$ cat src/design/itrt_pkg.sv
// shared types, constants and helpers for the radix-to-text converter
package itrt_pkg;

  localparam int unsigned VALUE_WIDTH_DEF = 32;
  localparam int unsigned MAX_SYMBOLS_DEF = 16;

  localparam int unsigned RADIX_W   = 5;
  localparam int unsigned REM_W     = 4;
  localparam int unsigned CHAR_W    = 8;
  localparam int unsigned APB_DW    = 64;
  localparam int unsigned APB_AW    = 4;

  localparam logic [RADIX_W-1:0] SIGNED_RADIX = 5'd10;
  localparam logic [CHAR_W-1:0]  MINUS_CHAR   = 8'h2D;

  localparam logic [APB_DW-1:0] ALPHA_LOW_RST  = 64'd3978425819141910832;
  localparam logic [APB_DW-1:0] ALPHA_HIGH_RST = 64'd7378413942531504440;

  // register index is paddr[3]
  localparam logic REG_ALPHA_LOW  = 1'b0;
  localparam logic REG_ALPHA_HIGH = 1'b1;

  typedef enum logic [2:0] {
    ST_IDLE,
    ST_DIV,
    ST_MINUS,
    ST_READ,
    ST_EMIT
  } itrt_state_e;

  // pick one byte of the 16-symbol alphabet
  function automatic logic [CHAR_W-1:0] symbol_at(input logic [APB_DW-1:0] alo,
                                                  input logic [APB_DW-1:0] ahi,
                                                  input logic [REM_W-1:0]  idx);
    logic [APB_DW-1:0] word;
    word = idx[3] ? ahi : alo;
    return word[{idx[2:0], 3'b000} +: CHAR_W];
  endfunction

endpackage

$ cat src/design/itrt_ram.sv
// generic single-write, single-read ram with registered read data
module itrt_ram #(
  parameter int unsigned WIDTH = 4,
  parameter int unsigned DEPTH = 32
) (
  input  logic                     clk_i,
  input  logic                     we_i,
  input  logic [$clog2(DEPTH)-1:0] waddr_i,
  input  logic [WIDTH-1:0]         wdata_i,
  input  logic [$clog2(DEPTH)-1:0] raddr_i,
  output logic [WIDTH-1:0]         rdata_o
);

  logic [WIDTH-1:0] mem_q [DEPTH];
  logic [WIDTH-1:0] rdata_q;

  always_ff @(posedge clk_i) begin
    if (we_i) begin
      mem_q[waddr_i] <= wdata_i;
    end
    rdata_q <= mem_q[raddr_i];
  end

  assign rdata_o = rdata_q;

endmodule

$ cat src/design/itrt_divider.sv
// bit-serial restoring divider, one quotient bit per cycle
module itrt_divider import itrt_pkg::*; #(
  parameter int unsigned VALUE_WIDTH = VALUE_WIDTH_DEF
) (
  input  logic                   clk_i,
  input  logic                   rst_ni,
  input  logic                   start_i,
  input  logic [VALUE_WIDTH-1:0] dividend_i,
  input  logic [RADIX_W-1:0]     divisor_i,
  output logic                   done_o,
  output logic [VALUE_WIDTH-1:0] quotient_o,
  output logic [REM_W-1:0]       remainder_o
);

  localparam int unsigned CNT_W = $clog2(VALUE_WIDTH + 1);

  logic [VALUE_WIDTH-1:0] quo_q, quo_d;
  logic [REM_W-1:0]       rem_q, rem_d;
  logic [RADIX_W-1:0]     div_q;
  logic [CNT_W-1:0]       cnt_q, cnt_d;
  logic                   done_q, done_d;
  logic [RADIX_W-1:0]     trial;
  logic [RADIX_W-1:0]     diff;
  logic                   ge;

  // shift in next dividend bit, subtract if it fits
  assign trial = {rem_q, quo_q[VALUE_WIDTH-1]};
  assign ge    = (trial >= div_q);
  assign diff  = trial - div_q;

  always_comb begin
    quo_d  = quo_q;
    rem_d  = rem_q;
    cnt_d  = cnt_q;
    done_d = 1'b0;
    if (start_i) begin
      quo_d = dividend_i;
      rem_d = '0;
      cnt_d = CNT_W'(VALUE_WIDTH);
    end else if (cnt_q != '0) begin
      quo_d  = {quo_q[VALUE_WIDTH-2:0], ge};
      rem_d  = ge ? diff[REM_W-1:0] : trial[REM_W-1:0];
      cnt_d  = cnt_q - 1'b1;
      done_d = (cnt_q == CNT_W'(1));
    end
  end

  always_ff @(posedge clk_i or negedge rst_ni) begin
    if (!rst_ni) begin
      cnt_q  <= '0;
      done_q <= 1'b0;
    end else begin
      cnt_q  <= cnt_d;
      done_q <= done_d;
    end
  end

  always_ff @(posedge clk_i) begin
    quo_q <= quo_d;
    rem_q <= rem_d;
    if (start_i) begin
      div_q <= divisor_i;
    end
  end

  assign done_o      = done_q;
  assign quotient_o  = quo_q;
  assign remainder_o = rem_q;

endmodule

$ cat src/design/integer_radix_to_text.sv
// top level: integer to text conversion in a configurable radix
//
//  channel | signals                                   | beat
//  --------+-------------------------------------------+----------------------------
//  in      | in_valid_i/in_ready_o, value_i,           | one number to convert
//          | is_signed_i, radix_i                      |
//  out     | out_valid_o/out_ready_i, character_o,     | one character, last_o on
//          | last_o                                    | the final one
//  cfg     | psel, penable, pwrite, paddr, pwdata,     | alphabet_low at 0x0,
//          | prdata, pready                            | alphabet_high at 0x8
//
// each digit is one division in the shared bit-serial divider,
// each digit character then takes a ram read and an output load, the minus character only an output load
// in_ready_o is high only in idle; radix 0 or 1 is taken and dropped, and the block stays idle
// reset is asynchronous active low, restores the default alphabet, no sweep needed
// a stalled output beat holds the emit sequencer, the divider is already done
module integer_radix_to_text import itrt_pkg::*; #(
  parameter int unsigned VALUE_WIDTH = VALUE_WIDTH_DEF,
  parameter int unsigned MAX_SYMBOLS = MAX_SYMBOLS_DEF
) (
  input  logic                   clk_i,
  input  logic                   rst_ni,
  // input beat
  input  logic                   in_valid_i,
  output logic                   in_ready_o,
  input  logic [VALUE_WIDTH-1:0] value_i,
  input  logic                   is_signed_i,
  input  logic [RADIX_W-1:0]     radix_i,
  // output beat
  output logic                   out_valid_o,
  input  logic                   out_ready_i,
  output logic [CHAR_W-1:0]      character_o,
  output logic                   last_o,
  // configuration port
  input  logic                   psel,
  input  logic                   penable,
  input  logic                   pwrite,
  input  logic [APB_AW-1:0]      paddr,
  input  logic [APB_DW-1:0]      pwdata,
  output logic [APB_DW-1:0]      prdata,
  output logic                   pready
);

  localparam int unsigned AW = $clog2(VALUE_WIDTH);
  localparam int unsigned CW = $clog2(VALUE_WIDTH + 1);
  localparam int unsigned DW = (MAX_SYMBOLS > 2) ? $clog2(MAX_SYMBOLS) : 1;

  itrt_state_e state_q, state_d;

  logic [APB_DW-1:0]      alo_q, ahi_q;
  logic                   neg_q;
  logic [RADIX_W-1:0]     radix_q;
  logic [CW-1:0]          dcnt_q;
  logic [AW-1:0]          rd_idx_q;
  logic                   out_valid_q;
  logic [CHAR_W-1:0]      char_q;
  logic                   last_q;

  logic                   in_fire;
  logic                   out_free;
  logic [RADIX_W-1:0]     radix_sat;
  logic                   neg;
  logic [VALUE_WIDTH-1:0] magnitude;

  logic                   div_start;
  logic [VALUE_WIDTH-1:0] div_dividend;
  logic                   div_done;
  logic [VALUE_WIDTH-1:0] div_quo;
  logic [REM_W-1:0]       div_rem;

  logic                   ram_we;
  logic [DW-1:0]          ram_rdata;
  logic                   load_minus;
  logic                   load_digit;
  logic                   cfg_wr;

  // ---------------------------------------------------------------- config
  assign cfg_wr = psel & penable & pwrite;
  assign pready = 1'b1;
  assign prdata = (paddr[3] == REG_ALPHA_HIGH) ? ahi_q : alo_q;

  always_ff @(posedge clk_i or negedge rst_ni) begin
    if (!rst_ni) begin
      alo_q <= ALPHA_LOW_RST;
      ahi_q <= ALPHA_HIGH_RST;
    end else if (cfg_wr) begin
      unique case (paddr[3])
        REG_ALPHA_LOW:  alo_q <= pwdata;
        REG_ALPHA_HIGH: ahi_q <= pwdata;
        default:        alo_q <= alo_q;
      endcase
    end
  end

  // ---------------------------------------------------------------- input prep
  // radix above the alphabet size saturates
  assign radix_sat = (radix_i > RADIX_W'(MAX_SYMBOLS)) ? RADIX_W'(MAX_SYMBOLS) : radix_i;
  // minus only for signed base ten with the sign bit set
  assign neg       = is_signed_i && (radix_sat == SIGNED_RADIX) && value_i[VALUE_WIDTH-1];
  assign magnitude = neg ? (~value_i + 1'b1) : value_i;

  assign in_fire  = in_valid_i && in_ready_o;
  assign out_free = !out_valid_q || out_ready_i;

  // ---------------------------------------------------------------- sequencer
  always_ff @(posedge clk_i or negedge rst_ni) begin
    if (!rst_ni) begin
      state_q <= ST_IDLE;
    end else begin
      state_q <= state_d;
    end
  end

  always_comb begin
    state_d      = state_q;
    in_ready_o   = 1'b0;
    div_start    = 1'b0;
    div_dividend = div_quo;
    ram_we       = 1'b0;
    load_minus   = 1'b0;
    load_digit   = 1'b0;
    unique case (state_q)
      ST_IDLE: begin
        in_ready_o   = 1'b1;
        div_dividend = magnitude;
        if (in_valid_i && (radix_sat > RADIX_W'(1))) begin
          div_start = 1'b1;
          state_d   = ST_DIV;
        end
      end
      ST_DIV: begin
        if (div_done) begin
          // remainder is the next digit, least significant first
          ram_we = 1'b1;
          if (div_quo == '0) begin
            state_d = neg_q ? ST_MINUS : ST_READ;
          end else begin
            div_start = 1'b1;
          end
        end
      end
      ST_MINUS: begin
        if (out_free) begin
          load_minus = 1'b1;
          state_d    = ST_READ;
        end
      end
      ST_READ: begin
        // ram read data lands next cycle
        state_d = ST_EMIT;
      end
      ST_EMIT: begin
        if (out_free) begin
          load_digit = 1'b1;
          state_d    = (rd_idx_q == '0) ? ST_IDLE : ST_READ;
        end
      end
      default: state_d = ST_IDLE;
    endcase
  end

  always_ff @(posedge clk_i or negedge rst_ni) begin
    if (!rst_ni) begin
      neg_q    <= 1'b0;
      radix_q  <= '0;
      dcnt_q   <= '0;
      rd_idx_q <= '0;
    end else begin
      if (in_fire) begin
        neg_q   <= neg;
        radix_q <= radix_sat;
        dcnt_q  <= '0;
      end
      if (ram_we) begin
        dcnt_q   <= dcnt_q + 1'b1;
        rd_idx_q <= dcnt_q[AW-1:0];
      end else if (load_digit) begin
        rd_idx_q <= rd_idx_q - 1'b1;
      end
    end
  end

  // ---------------------------------------------------------------- datapath
  itrt_divider #(
    .VALUE_WIDTH (VALUE_WIDTH)
  ) u_div (
    .clk_i       (clk_i),
    .rst_ni      (rst_ni),
    .start_i     (div_start),
    .dividend_i  (div_dividend),
    .divisor_i   (in_ready_o ? radix_sat : radix_q),
    .done_o      (div_done),
    .quotient_o  (div_quo),
    .remainder_o (div_rem)
  );

  // digit store, written in ascending order, read back descending
  itrt_ram #(
    .WIDTH (DW),
    .DEPTH (VALUE_WIDTH)
  ) u_digits (
    .clk_i   (clk_i),
    .we_i    (ram_we),
    .waddr_i (dcnt_q[AW-1:0]),
    .wdata_i (div_rem[DW-1:0]),
    .raddr_i (rd_idx_q),
    .rdata_o (ram_rdata)
  );

  // ---------------------------------------------------------------- output register
  always_ff @(posedge clk_i or negedge rst_ni) begin
    if (!rst_ni) begin
      out_valid_q <= 1'b0;
    end else if (load_minus || load_digit) begin
      out_valid_q <= 1'b1;
    end else if (out_ready_i) begin
      out_valid_q <= 1'b0;
    end
  end

  always_ff @(posedge clk_i) begin
    if (load_minus) begin
      char_q <= MINUS_CHAR;
      last_q <= 1'b0;
    end else if (load_digit) begin
      char_q <= symbol_at(alo_q, ahi_q, REM_W'(ram_rdata));
      last_q <= (rd_idx_q == '0);
    end
  end

  assign out_valid_o = out_valid_q;
  assign character_o = char_q;
  assign last_o      = last_q;

endmodule

$ cat config.mk
export PLATFORM = sky130hd
export DESIGN_NAME = integer_radix_to_text
export DESIGN_NICKNAME = d
export VERILOG_FILES = /design/src/design/itrt_pkg.sv /design/src/design/itrt_ram.sv /design/src/design/itrt_divider.sv /design/src/design/integer_radix_to_text.sv
export SDC_FILE = /design/constraint.sdc
export NUM_CORES = 1
export LEC_CHECK = 0
export ABC_AREA = 1
export BUFFER_PORTS_ARGS = -buffer_cell sky130_fd_sc_hd__buf_2
export CORE_MARGIN = 5
export CORE_UTILIZATION = 40
export DETAILED_ROUTE_END_ITERATION = 16
export PLACE_DENSITY = 0.56
export SLEW_MARGIN = 25
export SYNTH_ARGS = -nofsm -noshare
export SYNTH_HDL_FRONTEND = slang
export SYNTH_SLANG_ARGS = --single-unit
$ cat constraint.sdc
create_clock -name clk_i -period 7.1 [get_ports clk_i]
set_input_delay 1.42 -clock clk_i [delete_from_list [all_inputs] [get_ports clk_i]]
set_output_delay 1.42 -clock clk_i [all_outputs]
set_load 0.05 [all_outputs]
==> flow_metrics.py <==
metrics = {
    "run_status": {
        "status": "finished, final reports clean",
    },
    "layout": {
        "mostFrequentLayoutCell": "nand2_1",
        "antenna_cells": 0,
        "final_area_sq_mm": 0.0195,
        "syn_to_final_growth_pct": 15.0,
        "final.fill_count": 4084,
        "fin_util_pct": 46.5,
        "nets": 2263,
        "final_cell_mix": "598 x nand2_1, 258 x o21ai_0, 183 x buf_2",
        "drive_gt1_share_pct": 16.7,
    },
    "cts": {
        "ctsHoldBuffers": 0,
        "cts_root_buffer": "clkbuf_16",
        "cts_max_level": 2,
        "path_clk_slew_ps": 50,
        "cts_tree": "done",
        "cts_buffer_depth": 3,
        "cts_sinks": 337,
        "post-cts-setup-buffers": 0,
        "cts_buffers": 40,
        "clk_latency_ps": 560,
        "cts_resized": 0,
    },
    "worst_setup_path": {
        "critical_path.most_common_cell": "buf_2",
        "cp-start-kind": "input port",
        "worstPathRequired_ps": 5680,
        "worstPathArrival_ps": 2800,
        "max_stage_delay_ps": 620,
        "cp_max_fo": 71,
        "crit_chain": "buf_2, buf_4, o21ai_0, buf_2",
        "path_buf_inv": 3,
        "worstSetupPathType": "input port to primary output",
        "crit_family": "buffers and inverters",
        "critPathCaptureType": "primary output",
        "cpMaxStageDelayCell": "buf_4",
    },
    "global_routing": {
        "grt_max_degree": 91,
        "grt_pass1_wl_mm": 75.0,
        "antenna_found_initial": 2,
        "grt_overflow": 0,
        "grt_usage_pct": 20.1,
        "first_global_vias": 13439,
    },
    "detailed_routing": {
        "drc_errors": 0,
        "ant_nets": 0,
        "vias_per_cell": 5.14,
        "via_count": 13903,
        "wire_per_inst_um": 17.6,
        "routed_wl_mm": 47.7,
        "dr.first_iter.drc_count": 1044,
        "first_pass_iters": 5,
    },
    "place": {
        "place_hpwl_mm": 31.5,
        "placed_area_sq_mm": 0.0181,
        "gp_congestion": 0.851,
        "pre_cts_slack_ps": 2910,
        "port-buffer-count": 184,
    },
    "power_and_ir_drop": {
        "power_density_mw_per_mm2": 406,
        "power.share.clock_pct": 26.9,
        "power.share.switching_pct": 40.2,
        "leakagePower_nw": 8.64,
        "switchingPower_mw": 3.19,
        "internal_power_mw": 4.73,
        "seqPwrFrac_pct": 38.1,
        "ir_drop_mv": 0.222,
        "comb_power_share_pct": 35.0,
    },
    "logic_synthesis": {
        "ys_seq_elements": 337,
        "synth_top_cell_area_share_pct": 29.2,
        "postSynthCellCount": 2005,
        "synthesis.area_sq_mm": 0.0170,
        "async_reset_ff_share_pct": 46.0,
        "synth.net_count": 2133,
        "synth_cell_types": 49,
        "synth_area_per_cell_sq_um": 8.46,
        "ys.flop_type": "edfxtp_1",
        "yosysSeqAreaShare_pct": 54.5,
        "yosys_warnings": 0,
        "synth_edf_count": 165,
        "synthTopCellsByArea": "edfxtp_1 29%, dfrtp_1 15%, nand2_1 13%",
        "synth_top_area_cell": "edfxtp_1",
    },
    "sta": {
        "rsz0062_at_grt": "false",
        "setup_violations": 0,
        "max_freq_mhz": 237,
        "worst_hold_slack_ps": 481,
        "finalCriticalPeriod_ps": 4220,
        "slew_headroom_pct": 32.8,
        "clock_skew_ps": 12.8,
        "worst_slew_pin_slew_ps": 1010,
        "tns_ps": 0,
        "fin_crit_sh_pct": 59.5,
        "hold_viol": 0,
        "setup_slack_ps": 2880,
        "report.final.slew_viol_count": 0,
    },
    "floorplanning": {
        "placementRows": 75,
        "fp.coreArea_sq_mm": 0.0419,
        "die_h_um": 216,
        "start_util_pct": 40.4,
        "die_w_um": 216,
        "die_area_sq_mm": 0.0466,
        "ios": 189,
    },
    "worst_hold_path": {
        "min-delay-path-class": "flop to flop",
    },
    "job": {
        "maxCapViolCount": 0,
    },
}
[synthesized netlist by cell type (10+ instances only)]
master      n
buf_2      35
a21oi_1    61
edfxtp_1  165
xor2_1     13
nand3_1   116
nand4_1    15
inv_1     182
o22ai_1    22
o21ai_0   258
ha_1       14
xnor2_1    10
nand2_1   600
nor2_1    149
dfrtp_1    99
o21ai_1    16
o211ai_1   25
clkbuf_1   51
a21boi_0   11
dfxtp_1    17
dfstp_2    56
[registers in the layout, indices dropped and copies added (netlist names), 5 cells and up]
signal / count
character_o: 8
u_digits.mem_q: 128
alo_q: 64
u_div.div_q: 5
radix_q: 5
u_div.quotient_o: 32
ahi_q: 64
u_div.cnt_q: 6
rd_idx_q: 5
dcnt_q: 5
[cells by family (layout without fill, tap and decap cells)]
| logic type | Yosys count | after routing | share of synthesized area, % |
|---|---|---|---|
| buffers and inverters | 299 | 461 | 7.53 |
| and+or+nand+nor | 915 | 915 | 22.2 |
| xor gates and xnor gates | 23 | 23 | 1.19 |
| other | 1 | 1 | 0.0221 |
| AOI/OAI and AO/OA | 415 | 415 | 13.4 |
| DFF | 337 | 337 | 54.5 |
| adders and majority gates | 15 | 15 | 1.15 |
[metrics by stage]
step	std cells	total power [mW]
after floorplan	2005	4.95
after global placement	2632	5.77
after detailed placement	2632	5.82
after CTS	2706	7.99
after global routing	2706	8.44
final	2706	7.92
[area by class of cell]
cell class | count | area [sq um] | share of cell area, %
Sequential cell | 337 | 9250 | 47.5
Multi-Input combinational cell | 1369 | 6450 | 33.1
Clock buffer | 54 | 1130 | 5.78
Timing Repair Buffer | 195 | 1010 | 5.18
Inverter | 192 | 729 | 3.74
Tap cell | 539 | 674 | 3.46
Clock inverter | 20 | 246 | 1.26
[power by group through the flow]
stage | logic (mW) | registers, mW | clock network, mW
floorplan | 1.98 | 2.97 | 0
CTS | 2.79 | 3.01 | 2.18
detailed placement | 2.78 | 3.04 | 0
global route | 3.10 | 3.07 | 2.27
global placement | 2.74 | 3.03 | 0
finish | 2.77 | 3.02 | 2.13
[final timing paths]
kind	from	cells past startpoint	slack, ps	endpoint
min reg2reg	last_o	2	480	last_o
max reg2reg	u_digits.rdata_o[3]	8	3900	character_o[7]
min	last_o	2	480	last_o
max	paddr[3]	4	2880	prdata[49]
min in group asynchronous	rst_ni	1	940	ahi_q[7]
max in group asynchronous	rst_ni	2	4660	ahi_q[51]
[per-layer routing]
| metal | wire [um] | GRT usage, % |
|---|---|---|
| met1 | 22000 | 28.5 |
| met2 | 22200 | 32.0 |
| met3 | 2390 | 3.18 |
| met4 | 1110 | 5.97 |
| met5 | 13 | 0 |
[worst min-delay path: stages, from the launching register on]
cell	delay, ps
dfxtp_1	320
nand2_1	70
a21oi_1	50
Note: power is estimated with default switching activity, not from simulation.
